### config.mk
export PLATFORM = sky130hd
export DESIGN_NAME = unique_key_queue_first_fit_removal_core
export DESIGN_NICKNAME = d
export VERILOG_FILES = /design/src/rtl/ukq_pkg.sv /design/src/rtl/unique_key_queue_first_fit_removal_core.sv /design/src/rtl/ukq_store.sv /design/src/rtl/ukq_match.sv
export SDC_FILE = /design/constraint.sdc
export NUM_CORES = 1
export LEC_CHECK = 0
export CAP_MARGIN = 20
export CORE_ASPECT_RATIO = 0.75
export CORE_UTILIZATION = 42
export DETAILED_ROUTE_END_ITERATION = 12
export DONT_BUFFER_PORTS = 1
export GPL_TIMING_DRIVEN = 0
export REMOVE_ABC_BUFFERS = 1
export SYNTH_ARGS = -nofsm -noshare
export SYNTH_HDL_FRONTEND = slang
export SYNTH_HIERARCHICAL = 1
export SYNTH_SLANG_ARGS = --single-unit
### constraint.sdc
create_clock -name clk_i -period 8.1 [get_ports clk_i]
set_clock_uncertainty 0.1 [all_clocks]
set_input_delay 0.81 -clock clk_i [delete_from_list [all_inputs] [get_ports clk_i]]
set_output_delay 0.81 -clock clk_i [all_outputs]
set_load 0.05 [all_outputs]
### src/rtl/ukq_pkg.sv
// Shared constants, command and status codes for the unique-key first-fit queue.
package ukq_pkg;

  localparam int unsigned QUEUE_DEPTH = 16;
  localparam int unsigned IDX_W       = $clog2(QUEUE_DEPTH);
  localparam int unsigned CNT_W       = $clog2(QUEUE_DEPTH + 1);

  localparam int unsigned KEY_W    = 64;
  localparam int unsigned SIZE_W   = 8;
  localparam int unsigned STATUS_W = 3;
  localparam int unsigned OCC_W    = 5;
  localparam int unsigned ENTRY_W  = KEY_W + SIZE_W;

  localparam int unsigned IN_DATA_W  = KEY_W + SIZE_W + SIZE_W;
  localparam int unsigned OUT_DATA_W = 80;

  localparam logic CMD_INSERT = 1'b0;
  localparam logic CMD_REMOVE = 1'b1;

  localparam logic [STATUS_W-1:0] STAT_INSERTED  = 3'd0;
  localparam logic [STATUS_W-1:0] STAT_DUPLICATE = 3'd1;
  localparam logic [STATUS_W-1:0] STAT_FULL      = 3'd2;
  localparam logic [STATUS_W-1:0] STAT_REMOVED   = 3'd3;
  localparam logic [STATUS_W-1:0] STAT_NONE_FITS = 3'd4;

  typedef struct packed {
    logic [SIZE_W-1:0] size;
    logic [KEY_W-1:0]  key;
  } entry_t;

endpackage

### src/rtl/unique_key_queue_first_fit_removal_core.sv
// Top level: command sequencer, slot scan, gap-closing shift and result register.
//
//  Channel  Direction  Handshake              Contents
//  s_axis   in         tvalid/tready          tuser: cmd; tdata: key, size, limit
//  m_axis   out        tvalid/tready          tuser: status; tdata: key, size, occupancy
//
// A command is taken only while the sequencer is idle and the result register is empty.
// One slot is read per cycle, with the compare made in the cycle after its read. An insert
// first scans every held entry for a duplicate key; a removal scans up to the first entry
// that fits and then shifts each later entry down one slot to close the gap. Reset empties
// the queue at once; slot contents are not cleared. A stalled result only holds off the
// next command.
module unique_key_queue_first_fit_removal_core (
  input  logic                           clk_i,
  input  logic                           rst_ni,
  input  logic                           s_axis_tvalid,
  output logic                           s_axis_tready,
  // tdata: entry_key[63:0], entry_size[71:64], size_limit[79:72]
  input  logic [ukq_pkg::IN_DATA_W-1:0]  s_axis_tdata,
  // tuser: cmd[0]
  input  logic                           s_axis_tuser,
  output logic                           m_axis_tvalid,
  input  logic                           m_axis_tready,
  // tdata: removed_key[63:0], removed_size[71:64], occupancy[76:72], zeros[79:77]
  output logic [ukq_pkg::OUT_DATA_W-1:0] m_axis_tdata,
  // tuser: status[2:0]
  output logic [ukq_pkg::STATUS_W-1:0]   m_axis_tuser
);
  import ukq_pkg::*;

  localparam logic [1:0] S_IDLE  = 2'd0;
  localparam logic [1:0] S_SCAN  = 2'd1;
  localparam logic [1:0] S_SHIFT = 2'd2;
  localparam logic [1:0] S_WRITE = 2'd3;

  logic [1:0]       state_q, state_d;
  logic [CNT_W-1:0] count_q, count_d;
  logic [CNT_W-1:0] idx_q, idx_d;
  logic [CNT_W-1:0] chk_idx_q, chk_idx_d;
  logic             chk_valid_q, chk_valid_d;

  logic              cmd_q;
  logic [KEY_W-1:0]  key_q;
  logic [SIZE_W-1:0] size_q;
  logic [SIZE_W-1:0] limit_q;

  logic                out_valid_q, out_valid_d;
  logic [STATUS_W-1:0] out_status_q, out_status_d;
  logic [KEY_W-1:0]    out_key_q, out_key_d;
  logic [SIZE_W-1:0]   out_size_q, out_size_d;
  logic [OCC_W-1:0]    out_occ_q, out_occ_d;

  logic             accept;
  logic             issue;
  logic             hit;
  logic             mem_we;
  logic [IDX_W-1:0] mem_waddr;
  entry_t           mem_wdata;
  logic [IDX_W-1:0] mem_raddr;
  entry_t           mem_rdata;

  assign s_axis_tready = (state_q == S_IDLE) && !out_valid_q;
  assign accept        = s_axis_tvalid && s_axis_tready;
  assign issue         = (idx_q < count_q);

  ukq_store u_store (
    .clk_i   (clk_i),
    .we_i    (mem_we),
    .waddr_i (mem_waddr),
    .wdata_i (mem_wdata),
    .raddr_i (mem_raddr),
    .rdata_o (mem_rdata)
  );

  ukq_match u_match (
    .cmd_i       (cmd_q),
    .entry_i     (mem_rdata),
    .probe_key_i (key_q),
    .limit_i     (limit_q),
    .hit_o       (hit)
  );

  // The same index register walks the scan and, from the slot past the hit, the shift.
  assign mem_raddr = idx_q[IDX_W-1:0];

  always_comb begin
    mem_we    = 1'b0;
    mem_waddr = count_q[IDX_W-1:0];
    mem_wdata = '{size: size_q, key: key_q};
    if (state_q == S_SHIFT && chk_valid_q) begin
      mem_we    = 1'b1;
      mem_waddr = IDX_W'(chk_idx_q - CNT_W'(1));
      mem_wdata = mem_rdata;
    end else if (state_q == S_WRITE) begin
      mem_we = 1'b1;
    end
  end

  always_comb begin
    state_d      = state_q;
    count_d      = count_q;
    idx_d        = idx_q;
    chk_idx_d    = chk_idx_q;
    chk_valid_d  = 1'b0;
    out_valid_d  = out_valid_q;
    out_status_d = out_status_q;
    out_key_d    = out_key_q;
    out_size_d   = out_size_q;
    out_occ_d    = out_occ_q;

    if (out_valid_q && m_axis_tready) begin
      out_valid_d = 1'b0;
    end

    unique case (state_q)
      S_IDLE: begin
        if (accept) begin
          state_d = S_SCAN;
          idx_d   = '0;
        end
      end
      S_SCAN: begin
        if (chk_valid_q && hit) begin
          if (cmd_q == CMD_INSERT) begin
            out_valid_d  = 1'b1;
            out_status_d = STAT_DUPLICATE;
            out_key_d    = '0;
            out_size_d   = '0;
            out_occ_d    = OCC_W'(count_q);
            state_d      = S_IDLE;
          end else begin
            out_key_d  = mem_rdata.key;
            out_size_d = mem_rdata.size;
            idx_d      = chk_idx_q + CNT_W'(1);
            state_d    = S_SHIFT;
          end
        end else if (issue) begin
          chk_valid_d = 1'b1;
          chk_idx_d   = idx_q;
          idx_d       = idx_q + CNT_W'(1);
        end else if (!chk_valid_q) begin
          // Every held entry has been checked without a hit.
          if (cmd_q == CMD_REMOVE) begin
            out_valid_d  = 1'b1;
            out_status_d = STAT_NONE_FITS;
            out_key_d    = '0;
            out_size_d   = '0;
            out_occ_d    = OCC_W'(count_q);
            state_d      = S_IDLE;
          end else if (count_q == CNT_W'(QUEUE_DEPTH)) begin
            out_valid_d  = 1'b1;
            out_status_d = STAT_FULL;
            out_key_d    = '0;
            out_size_d   = '0;
            out_occ_d    = OCC_W'(count_q);
            state_d      = S_IDLE;
          end else begin
            state_d = S_WRITE;
          end
        end
      end
      S_SHIFT: begin
        if (issue) begin
          chk_valid_d = 1'b1;
          chk_idx_d   = idx_q;
          idx_d       = idx_q + CNT_W'(1);
        end else if (!chk_valid_q) begin
          count_d      = count_q - CNT_W'(1);
          out_valid_d  = 1'b1;
          out_status_d = STAT_REMOVED;
          out_occ_d    = OCC_W'(count_q - CNT_W'(1));
          state_d      = S_IDLE;
        end
      end
      S_WRITE: begin
        count_d      = count_q + CNT_W'(1);
        out_valid_d  = 1'b1;
        out_status_d = STAT_INSERTED;
        out_key_d    = '0;
        out_size_d   = '0;
        out_occ_d    = OCC_W'(count_q + CNT_W'(1));
        state_d      = S_IDLE;
      end
      default: begin
        state_d = S_IDLE;
      end
    endcase
  end

  always_ff @(posedge clk_i or negedge rst_ni) begin
    if (!rst_ni) begin
      state_q     <= S_IDLE;
      count_q     <= '0;
      idx_q       <= '0;
      chk_idx_q   <= '0;
      chk_valid_q <= 1'b0;
      out_valid_q <= 1'b0;
    end else begin
      state_q     <= state_d;
      count_q     <= count_d;
      idx_q       <= idx_d;
      chk_idx_q   <= chk_idx_d;
      chk_valid_q <= chk_valid_d;
      out_valid_q <= out_valid_d;
    end
  end

  always_ff @(posedge clk_i) begin
    if (accept) begin
      cmd_q   <= s_axis_tuser;
      key_q   <= s_axis_tdata[KEY_W-1:0];
      size_q  <= s_axis_tdata[KEY_W +: SIZE_W];
      limit_q <= s_axis_tdata[KEY_W+SIZE_W +: SIZE_W];
    end
    out_status_q <= out_status_d;
    out_key_q    <= out_key_d;
    out_size_q   <= out_size_d;
    out_occ_q    <= out_occ_d;
  end

  assign m_axis_tvalid = out_valid_q;
  assign m_axis_tuser  = out_status_q;
  assign m_axis_tdata  = {(OUT_DATA_W - KEY_W - SIZE_W - OCC_W)'(0),
                          out_occ_q, out_size_q, out_key_q};

endmodule

### src/rtl/ukq_store.sv
// Slot memory: one write port and one read port with registered read data.
module ukq_store (
  input  logic                  clk_i,
  input  logic                  we_i,
  input  logic [ukq_pkg::IDX_W-1:0] waddr_i,
  input  ukq_pkg::entry_t       wdata_i,
  input  logic [ukq_pkg::IDX_W-1:0] raddr_i,
  output ukq_pkg::entry_t       rdata_o
);
  import ukq_pkg::*;

  entry_t mem_q [QUEUE_DEPTH];
  entry_t rdata_q;

  always_ff @(posedge clk_i) begin
    if (we_i) begin
      mem_q[waddr_i] <= wdata_i;
    end
    rdata_q <= mem_q[raddr_i];
  end

  assign rdata_o = rdata_q;

endmodule

### src/rtl/ukq_match.sv
// Shared compare unit: key equality for inserts, size-within-limit for removals.
module ukq_match (
  input  logic                        cmd_i,
  input  ukq_pkg::entry_t             entry_i,
  input  logic [ukq_pkg::KEY_W-1:0]   probe_key_i,
  input  logic [ukq_pkg::SIZE_W-1:0]  limit_i,
  output logic                        hit_o
);
  import ukq_pkg::*;

  always_comb begin
    if (cmd_i == CMD_INSERT) begin
      hit_o = (entry_i.key == probe_key_i);
    end else begin
      hit_o = (entry_i.size <= limit_i);
    end
  end

endmodule
Word-level counts from Yosys, hierarchy flattened
Memory sizes are Yosys's and may differ from the RTL's. A register that Yosys moved wholly into a read port is not among the register bits.
Cells that the tools add are included.
Word-level totals
  output and inout port bits: 85
  ROM bits: 0
  memories: 1
  logic and storage cells: 125
  latch bits: 0
  RAM bits: 1152
  input port bits: 85
  register bits after elaboration: 180
Operators by class
  shift-type cells: 0
  magnitude comparators: 2
  muxes and demuxes: 71
  reduce and logical (&&, ||, !) cells: 18
  $add $sub $neg: 5
  equality and inequality tests: 14
  divide/modulo/power cells: 0
  bitwise operators: 0
  multiply operators: 0
Memories
  u_store.mem_q: words 16, bits a word 72, rd ports 1, clocked after memory_dff 1, wr ports 1, RTL line ukq_store.sv:12  | entry_t mem_q [QUEUE_DEPTH];
Operator list (count)
  $mux 64: 6
  $pmux 64 s2: 1
  $mux 72: 1
  $mux 5: 14
  $eq 64x64->1: 1
  $mux 8: 6
  $pmux 5 s3: 2
  $mux 3: 8
  $pmux 5 s2: 2
  $mux 2: 9
  $mux 1: 16
  $pmux 8 s2: 1
  $add 5x1->5 const B: 3
  $ne 3x3->1 const B: 4
  $pmux 3 s3: 1
  $le 8x8->1: 1
  $ne 2x2->1 const B: 4
  $pmux 2 s4: 1
  $reduce_and 7->1: 1
  $reduce_and 3->1: 2
  $reduce_bool 2->1: 3
  $reduce_bool 3->1: 2
  $eq 5x5->1 const B: 1
  $logic_and 1x1->1: 5
  14 further kinds: 15

Depth between registers and ports, before layout
Gate-level depths: netlist of run 1.
  word-level depth: 8
  mapped depth: 13
  depth with buffers taken out: 12

Cells and area by module
The synthesis of run 1 kept the hierarchy.
By module, submodules not included
  ukq_store: cells each 1850, seq. area each 36034.6 um^2, times used 1, area each 44551.5 um^2
  unique_key_queue_first_fit_removal_core: cells each 521, seq. area each 5310.1 um^2, times used 1, area each 7876.3 um^2
  ukq_match: cells each 139, seq. area each 0.0 um^2, times used 1, area each 1018.5 um^2

Worst setup path after synthesis of run 1
OpenSTA, ideal clock, no wires.
  path type: flip-flop to flip-flop
  from: register state_q[0]
  to: memory u_store/mem_q[0][0] (netlist name) (enable)
  required time: 7.410 ns
  stages on the path, launching flop included: 9
  slack: 0.607 ns
  buffers on the path: 2
  arrival time: 6.802 ns
  path through: dfrtp_1 inv_1 ha_1 buf_2 nand2_1 clkbuf_1 o21ai_0 or3b_2 nor3_1
On the way
  elaborated cells between the ends (all ways): 8
RTL lines
  start, declared: RTL line unique_key_queue_first_fit_removal_core.sv:36  | logic [1:0] state_q, state_d;
  start signal, assigned: RTL line unique_key_queue_first_fit_removal_core.sv:199  | state_q <= state_d;
  $eq 2x2->1: RTL line unique_key_queue_first_fit_removal_core.sv:90  | if (state_q == S_SHIFT && chk_valid_q) begin
  $logic_and 1x1->1: RTL line unique_key_queue_first_fit_removal_core.sv:90
  $mux 4: RTL line unique_key_queue_first_fit_removal_core.sv:90
  via mem_waddr[3]: RTL line unique_key_queue_first_fit_removal_core.sv:57  | logic [IDX_W-1:0] mem_waddr;
  end, declared: RTL line ukq_store.sv:12
The timed path passes the listed nets, and every way through them passes these cells.

Worst setup path after layout of run 1
  from: register state_q[0]
  to: memory u_store/mem_q[5][45] (netlist name) (enable)
The elaborated chain is that of the path after synthesis.

==> metrics.md, run 1 <==
| Metric | Value |
|---|---|
| Port bufs | 0 |
| Global placer's final weighted congestion | 0.749 |
| Max_slew headroom | 0.276 |
| Post-Synth XOR/XNOR Area | 0.00934 |
| Status | finished clean |
| PD cells | 310 nW/um^2 |
| MaxCap Viol Count | 0 |
| Area leader, netlist | edfxtp_1 |
| Most frequent cells in the layout | edfxtp_1 (1313), mux4_2 (288), a22oi_1 (149), clkbuf_16 (149), nand2_1 (88) |
| Post-synth EDFFs | 1313 |
| Synth unique cells | 71 |
| Synth Area in Adders | 0.00515 |
| Post-synth ARST share | 0.0135 |
| Setup crit end kind | register |
| Total negative slack | 0 ns |
| Largest family of logic cells by synthesized area | multiplexers |
| Die X | 414 um |
| Setup CP Type | reg -> reg |
| Starting density of the core | 0.427 |
| Clock Sinks | 1404 |
| PostCTS Resize Cnt | 0 |
| Synth Area in Simple Gates | 0.0274 |
| Post-layout util | 0.497 |
| Net Sw Frac | 0.273 |
| WP data arrival | 5.44 ns |
| Peak supply drop | 0.000180 V |
| I/O pin count | 170 |
| Fin Hold WS | 0.0533 ns |
| Vias in the first global route | 26700 |
| Post-synthesis sequential area ratio | 0.774 |
| Clock power share | 0.338 |
| Yosys reg bits | 1404 |
| Share of the synthesized area in the top cell type | 0.738 |
| Final Cycle Share | 0.630 |
| WL/cell | 28.5 um |
| Leading register cell type out of synthesis | edfxtp_1 |
| Congestion Overflow GR | 0 |
| Highest clock rate | 196 MHz |
| Area of the multi-input gates | 11500 um^2 |
| Worst Max-Slew Pin Slew | 1.08 ns |
| Synthesized area per cell | 21.3 um^2 |
| DP Wirelength | 82000 um |
| GRT Total Usage | 0.199 |
| Post-synthesis mux area share | 0.138 |
| Worst-path clk slew | 0.06 ns |
| Commonest non-fill, non-tap cell in the layout | edfxtp_1 |
| Seq. cell area | 41400 um^2 |
| Pint | 14000 uW |
| Pre-antenna DRT Iters | 5 |
| Static Leak | 0.0197 uW |
| Synth area leaders | edfxtp_1 (74%), mux4_2 (12%), dfxtp_1 (2.7%) |
| Final Instance Area | 62300 um^2 |
| CP Launch Type | register |
| Post-layout min period | 5.10 ns |
| Vias/cell | 5.74 |
| DP Area | 57300 um^2 |
| Total Nets Final | 2799 |
| Synthesized cell area | 53400 um^2 |
| Cts bufs inserted | 139 |
| First-pass GRT wire length | 185000 um |
| Clock Tree Buf Depth | 3 |
| Layout cells sized above 1 | 0.259 |
| Power share of the sequential group | 0.494 |
| Starting DRT DRC Count | 2623 |
| Routed wire length | 127000 um |
| Fillcell total | 9811 |
| Via count | 25600 |
| Routed Antenna Nets | 0 |
| Post-Syn Instances | 2510 |
| Worst endpoint required time | 8.44 ns |
| Worst skew pair latency | 0.76 ns |
| Largest net degree at the start of global routing | 58 |
| Final Max Tran Viols | 0 |
| P_sw | 5270 uW |
| Initial antenna violation count | 0 |
| CTS H-tree depth | 4 |
| Gate power share | 0.168 |
| CTS tree | built |
| Crit path max fanout | 45 |
| Rows | 112 |
| Endpoints failing hold | 0 |
| Endpoints failing setup | 0 |
| Area grow syn2layout | 16.6% |
| Die area | 129000 um^2 |
| Residual DRC | 0 |
| Tot Pwr | 19300 uW |
| YS warnings | 6 |
| Root Buffer | clkbuf_16 |
| Fraction of the mapped netlist area in compound gates | 0.0315 |
| Type of the worst min-delay path | in -> reg |
| Die Ht | 311 um |
| RSZ-0062 raised after global routing | false |
| Core region area | 125000 um^2 |
area by class of cell:
| class | count | share of cell area |
|---|---|---|
| repair buffers | 161 | 0.0426 |
| flip-flops and latches | 1404 | 0.664 |
| well taps | 1653 | 0.0332 |
| clock inverters | 62 | 0.0103 |
| clock buffers | 193 | 0.0641 |
| multi-input cells | 952 | 0.184 |
| inverters | 34 | 0.00205 |
| diodes | 3 | 0.000120 |
routing by layer:
layer / track usage / part of all wire / vias to the layer above
met5: 0 / 0 / -
met4: 0.0554 / 0.021 / 0
met3: 0.0313 / 0.054 / 184
met2: 0.331 / 0.50 / 823
met1: 0.272 / 0.42 / 13900
li1: - / - / 10700
critical path, stage by stage, from the launching register on:
cell	delay (ns)
dfrtp_1	0.42
inv_1	0.15
ha_1	0.61
nand2_4	0.11
buf_16	0.24
buf_16	0.27
o21ai_0	0.86
nand2b_1	0.51
nor2_4	0.68
buf_12	0.26
buf_12	0.22
buf_12	0.22
sequential cells by signal (all words and copies together) (netlist names):
signal / cells
u_store/mem_q: 1152
out_key_q: 64
m_axis_tuser: 3
size_q: 8
count_q: 5
u_store/rdata_o: 72
out_occ_q: 5
idx_q: 5
state_q: 2
m_axis_tvalid: 1
limit_q: 8
chk_idx_q: 5
key_q: 64
cmd_q: 1
out_size_q: 8
chk_valid_q: 1
repair_timing:
action                                 in CTS  in global routing
hold buffers                               36                  0
buffers inserted                            0                  0
endpoints found under the hold margin      54                  0
synthesized netlist by cell type, types with 3 or more instances:
master and count:
a21oi_1 10, o21ai_0 11, and2_1 74, dfrtp_1 19, o21a_1 3, xor2_1 38
buf_6 20, buf_2 21, nand3_1 12, buf_1 7, nor4_1 8, mux2_2 72
nor2_1 33, nand2b_1 18, nor3_1 13, a211oi_1 4, ha_1 22, buf_4 13
mux4_2 288, nand4_1 10, inv_1 33, nor2b_1 13, mux2_1 5, edfxtp_1 1313
a22oi_1 149, nand2_1 89, a21o_1 4, dfxtp_1 72, o22ai_1 5, xnor2_1 19
clkbuf_1 61, o2111a_1 4
final timing paths:
kind | start | end | slack, ns | depth (start not counted)
setup / recovery | state_q[0]$_DFFE_PN0P_ | u_store/mem_q[5][45]$_DFFE_PP_ | 3.00 | 11
hold / removal | s_axis_tdata[39] | key_q[39]$_DFFE_PP_ | 0.05 | 0
setup reg to reg | state_q[0]$_DFFE_PN0P_ | u_store/mem_q[5][45]$_DFFE_PP_ | 3.00 | 11
hold reg to reg | chk_idx_q[4]$_DFFE_PN0P_ | chk_idx_q[4]$_DFFE_PN0P_ | 0.44 | 1
max in group asynchronous | rst_ni | idx_q[1]$_DFFE_PN0P_ | 7.14 | 2
min in group asynchronous | rst_ni | chk_valid_q$_DFF_PN0_ | 0.31 | 1
through the flow:
stage	setup slack, ns	cells
final	3.00	4462
after detailed placement	3.04	4166
after floorplan	-4.39	2390
after global placement	-12.12	4043
after CTS	3.00	4457
after global routing	2.80	4459
logic make-up (layout without fill, tap and decap cells):
kind of cell / after synthesis / in the layout
xor+xnor: 57 / 57
other cells: 1 / 6
compound gates: 221 / 221
flops: 1404 / 1404
fa+ha+maj: 22 / 22
buf+inv: 156 / 450
mux: 366 / 366
simple gates: 283 / 283
power groups by stage:
stage / logic [uW] / clock network, uW / registers (uW)
2_1_floorplan: 2730 / 0 / 9780
3_3_place_gp: 3800 / 0 / 10200
3_5_place_dp: 3260 / 0 / 9700
4_1_cts: 3290 / 6670 / 9550
5_1_grt: 3510 / 6950 / 9590
6_report: 3250 / 6530 / 9540
Power figures use the tool's default switching activity.
==> inputs of run 2 (changes only) <==
Clock period 8.1 ns to 4.49 ns, I/O delays scaled along.
==> run 2 against run 1 <==
  * Clock-buffer cell count did not move
  * Sequential share of layout area fell by 0.65 points
  * Critical path depth rose by 3
  * Clock power rose by 81%
  * Design area rose by 0.99%
  * Critical endpoint is now u_store/mem_q[0][4]$_DFFE_PP_
  * Largest cell class unchanged
==> metrics.md, run 2 (synthesis results as in run 1) <==
| Metric | Value |
|---|---|
| Pint | 25400 uW |
| WL/cell | 28.1 um |
| Starting DRT DRC Count | 2629 |
| CP most frequent cell | buf_6 |
| DP Wirelength | 82000 um |
| Post-layout min period | 4.28 ns |
| Worst Max-Slew Pin Slew | 1.02 ns |
| Commonest non-fill, non-tap cell in the layout | edfxtp_1 |
| CTS tree | built |
| Most frequent cells in the layout | edfxtp_1 (1313), mux4_2 (288), a22oi_1 (149), clkbuf_16 (149), nand2_1 (88) |
| CP max stage delay | 0.62 ns |
| Highest clock rate | 234 MHz |
| DP Cell Count | 4166 |
| Die area | 129000 um^2 |
| Top reg by flops | u_store/mem_q |
| Endpoints failing hold | 0 |
| Initial antenna violation count | 0 |
| Critical R2R Capture | u_store/mem_q[0][4]$_DFFE_PP_ |
| Layout cells sized above 1 | 0.260 |
| Worst-path clk slew | 0.06 ns |
| Endpoints failing setup | 0 |
| Type of the worst min-delay path | in -> reg |
| Worst endpoint required time | 4.85 ns |
| Non-Filler Instances | 4521 |
| Port bufs | 0 |
| GRT Total Usage | 0.199 |
| Via count | 25700 |
| Clock power share | 0.337 |
| CP Launch Type | register |
| CP max-delay cell | or3b_2 |
| HP Start | s_axis_tvalid |
| Setup CP Type | reg -> reg |
| Worst hold endpoint | key_q[21]$_DFFE_PP_ |
| Seq. cell area | 41400 um^2 |
| Tot Pwr | 34900 uW |
| Fin Hold WS | 0.148 ns |
| RSZ-0062 raised after global routing | false |
| MaxCap Viol Count | 0 |
| Worst skew pair latency | 0.76 ns |
| Worst R2R Start | state_q[0]$_DFFE_PN0P_ |
| Die Ht | 311 um |
| Setup crit end kind | register |
| Status | finished clean |
| Largest net degree at the start of global routing | 58 |
| Clock Sinks | 1404 |
| Worst r2r path cells | 14 |
| Max_slew headroom | 0.322 |
| Vias/cell | 5.68 |
| Crit path max fanout | 45 |
| Clock Tree Buf Depth | 3 |
| WP data arrival | 4.64 ns |
| P_sw | 9520 uW |
| Area of the multi-input gates | 11500 um^2 |
| Cts bufs inserted | 139 |
| DP Area | 57300 um^2 |
| Routed Antenna Nets | 0 |
| Peak supply drop | 0.000326 V |
| Global placer's final weighted congestion | 0.749 |
| CTS H-tree depth | 4 |
| Congestion Overflow GR | 0 |
| Fillcell total | 9762 |
| Gate power share | 0.170 |
| Residual DRC | 0 |
| Pre-antenna DRT Iters | 5 |
| Final Max Tran Viols | 0 |
| Area grow syn2layout | 17.7% |
| I/O pin count | 170 |
| Power share of the sequential group | 0.493 |
| First-pass GRT wire length | 185000 um |
| Reg2reg setup slack | 0.21 ns |
| Core region area | 125000 um^2 |
| Max reg flops | 1152 |
| Vias in the first global route | 27000 |
| Final Cycle Share | 0.953 |
| CP cell instances | inv_1, ha_2, nand2_4, buf_16, buf_16, nand2_1, o21ai_0, or3b_2, nor3_4, buf_6, buf_6, buf_8, buf_6, buf_6 |
| Static Leak | 0.0200 uW |
| Final Instance Area | 62900 um^2 |
| Routed wire length | 127000 um |
| Starting density of the core | 0.427 |
| PD cells | 555 nW/um^2 |
| Rows | 112 |
| Root Buffer | clkbuf_16 |
| WHS Path Cells | 1 |
| Die X | 414 um |
| Net Sw Frac | 0.273 |
| Total Nets Final | 2860 |
## run 2: cell types whose count changed in the layout (fill, tap and decap cells not counted), moves of 2 or more
cell / change
dlygate4sd3_1: +48
buf_12: +2
diode_2: -2
o21ai_0: -2
buf_4: +13
## run 2: area by class of cell
class,count,share of cell area
Tap cell,1653,0.0329
Antenna cell,1,0.0000398
Clock inverter,62,0.0102
Timing Repair Buffer,222,0.0517
Sequential cell,1404,0.657
Multi-Input combinational cell,952,0.183
Clock buffer,193,0.0635
Inverter,34,0.00203
## run 2: power by group through the flow
stage	sequential [uW]	combinational [uW]	clock [uW]
after floorplan	17600	4670	0
after global placement	17700	4980	0
after detailed placement	17500	5870	0
after CTS	17200	5990	12000
after global routing	17300	6380	12500
final	17200	5910	11800
## run 2: worst max path at each step
stage,startpoint,end,slack [ns]
after floorplan,idx_q[0]$_DFFE_PN0P_,out_key_q[0]$_SDFFCE_PP0P_,-8.00
after global placement,state_q[0]$_DFFE_PN0P_,u_store/mem_q[4][46]$_DFFE_PP_,-15.73
after detailed placement,state_q[0]$_DFFE_PN0P_,u_store/mem_q[7][46]$_DFFE_PP_,-0.57
after CTS,state_q[0]$_DFFE_PN0P_,u_store/mem_q[13][44]$_DFFE_PP_,-0.02
after global routing,state_q[0]$_DFFE_PN0P_,u_store/mem_q[0][4]$_DFFE_PP_,0.05
final,state_q[0]$_DFFE_PN0P_,u_store/mem_q[0][4]$_DFFE_PP_,0.21
## run 2: routing by layer
metal / part of all wire / vias up / global-route usage
li1: - / 10900 / -
met1: 0.42 / 13900 / 0.273
met2: 0.51 / 786 / 0.333
met3: 0.052 / 168 / 0.0303
met4: 0.019 / 0 / 0.0545
met5: 0 / - / 0
## run 2: timing repair
item / in CTS / in global routing
hold buffers: 84 / 0
setup buffers: 8 / 7
endpoints found under the setup margin: 753 / 150
pin swaps: 8 / 2
hold endpoints to repair: 102 / 0
resized for setup: 6 / 1
## run 2: critical path, delay by kind of cell, from the launching register on
kind | cells | cell delay [ns]
buffers and inverters | 8 | 1.59
AO/OA/AOI/OAI | 1 | 0.16
adder cells (fa/ha/maj) | 1 | 0.43
flip-flops | 1 | 0.41
AND/OR/NAND/NOR | 4 | 1.24
## run 2: metrics by stage
| step | setup TNS (ns) | util | setup WS (ns) |
|---|---|---|---|
| 2_1_floorplan | -4941.46 | - | -8.00 |
| 4_1_cts | -0.133 | 0.502 | -0.0187 |
| 5_1_grt | 0 | 0.502 | 0.0542 |
| 3_3_place_gp | - | 0.438 | -15.73 |
| 6_report | 0 | 0.502 | 0.212 |
| 3_5_place_dp | -177.06 | 0.457 | -0.569 |
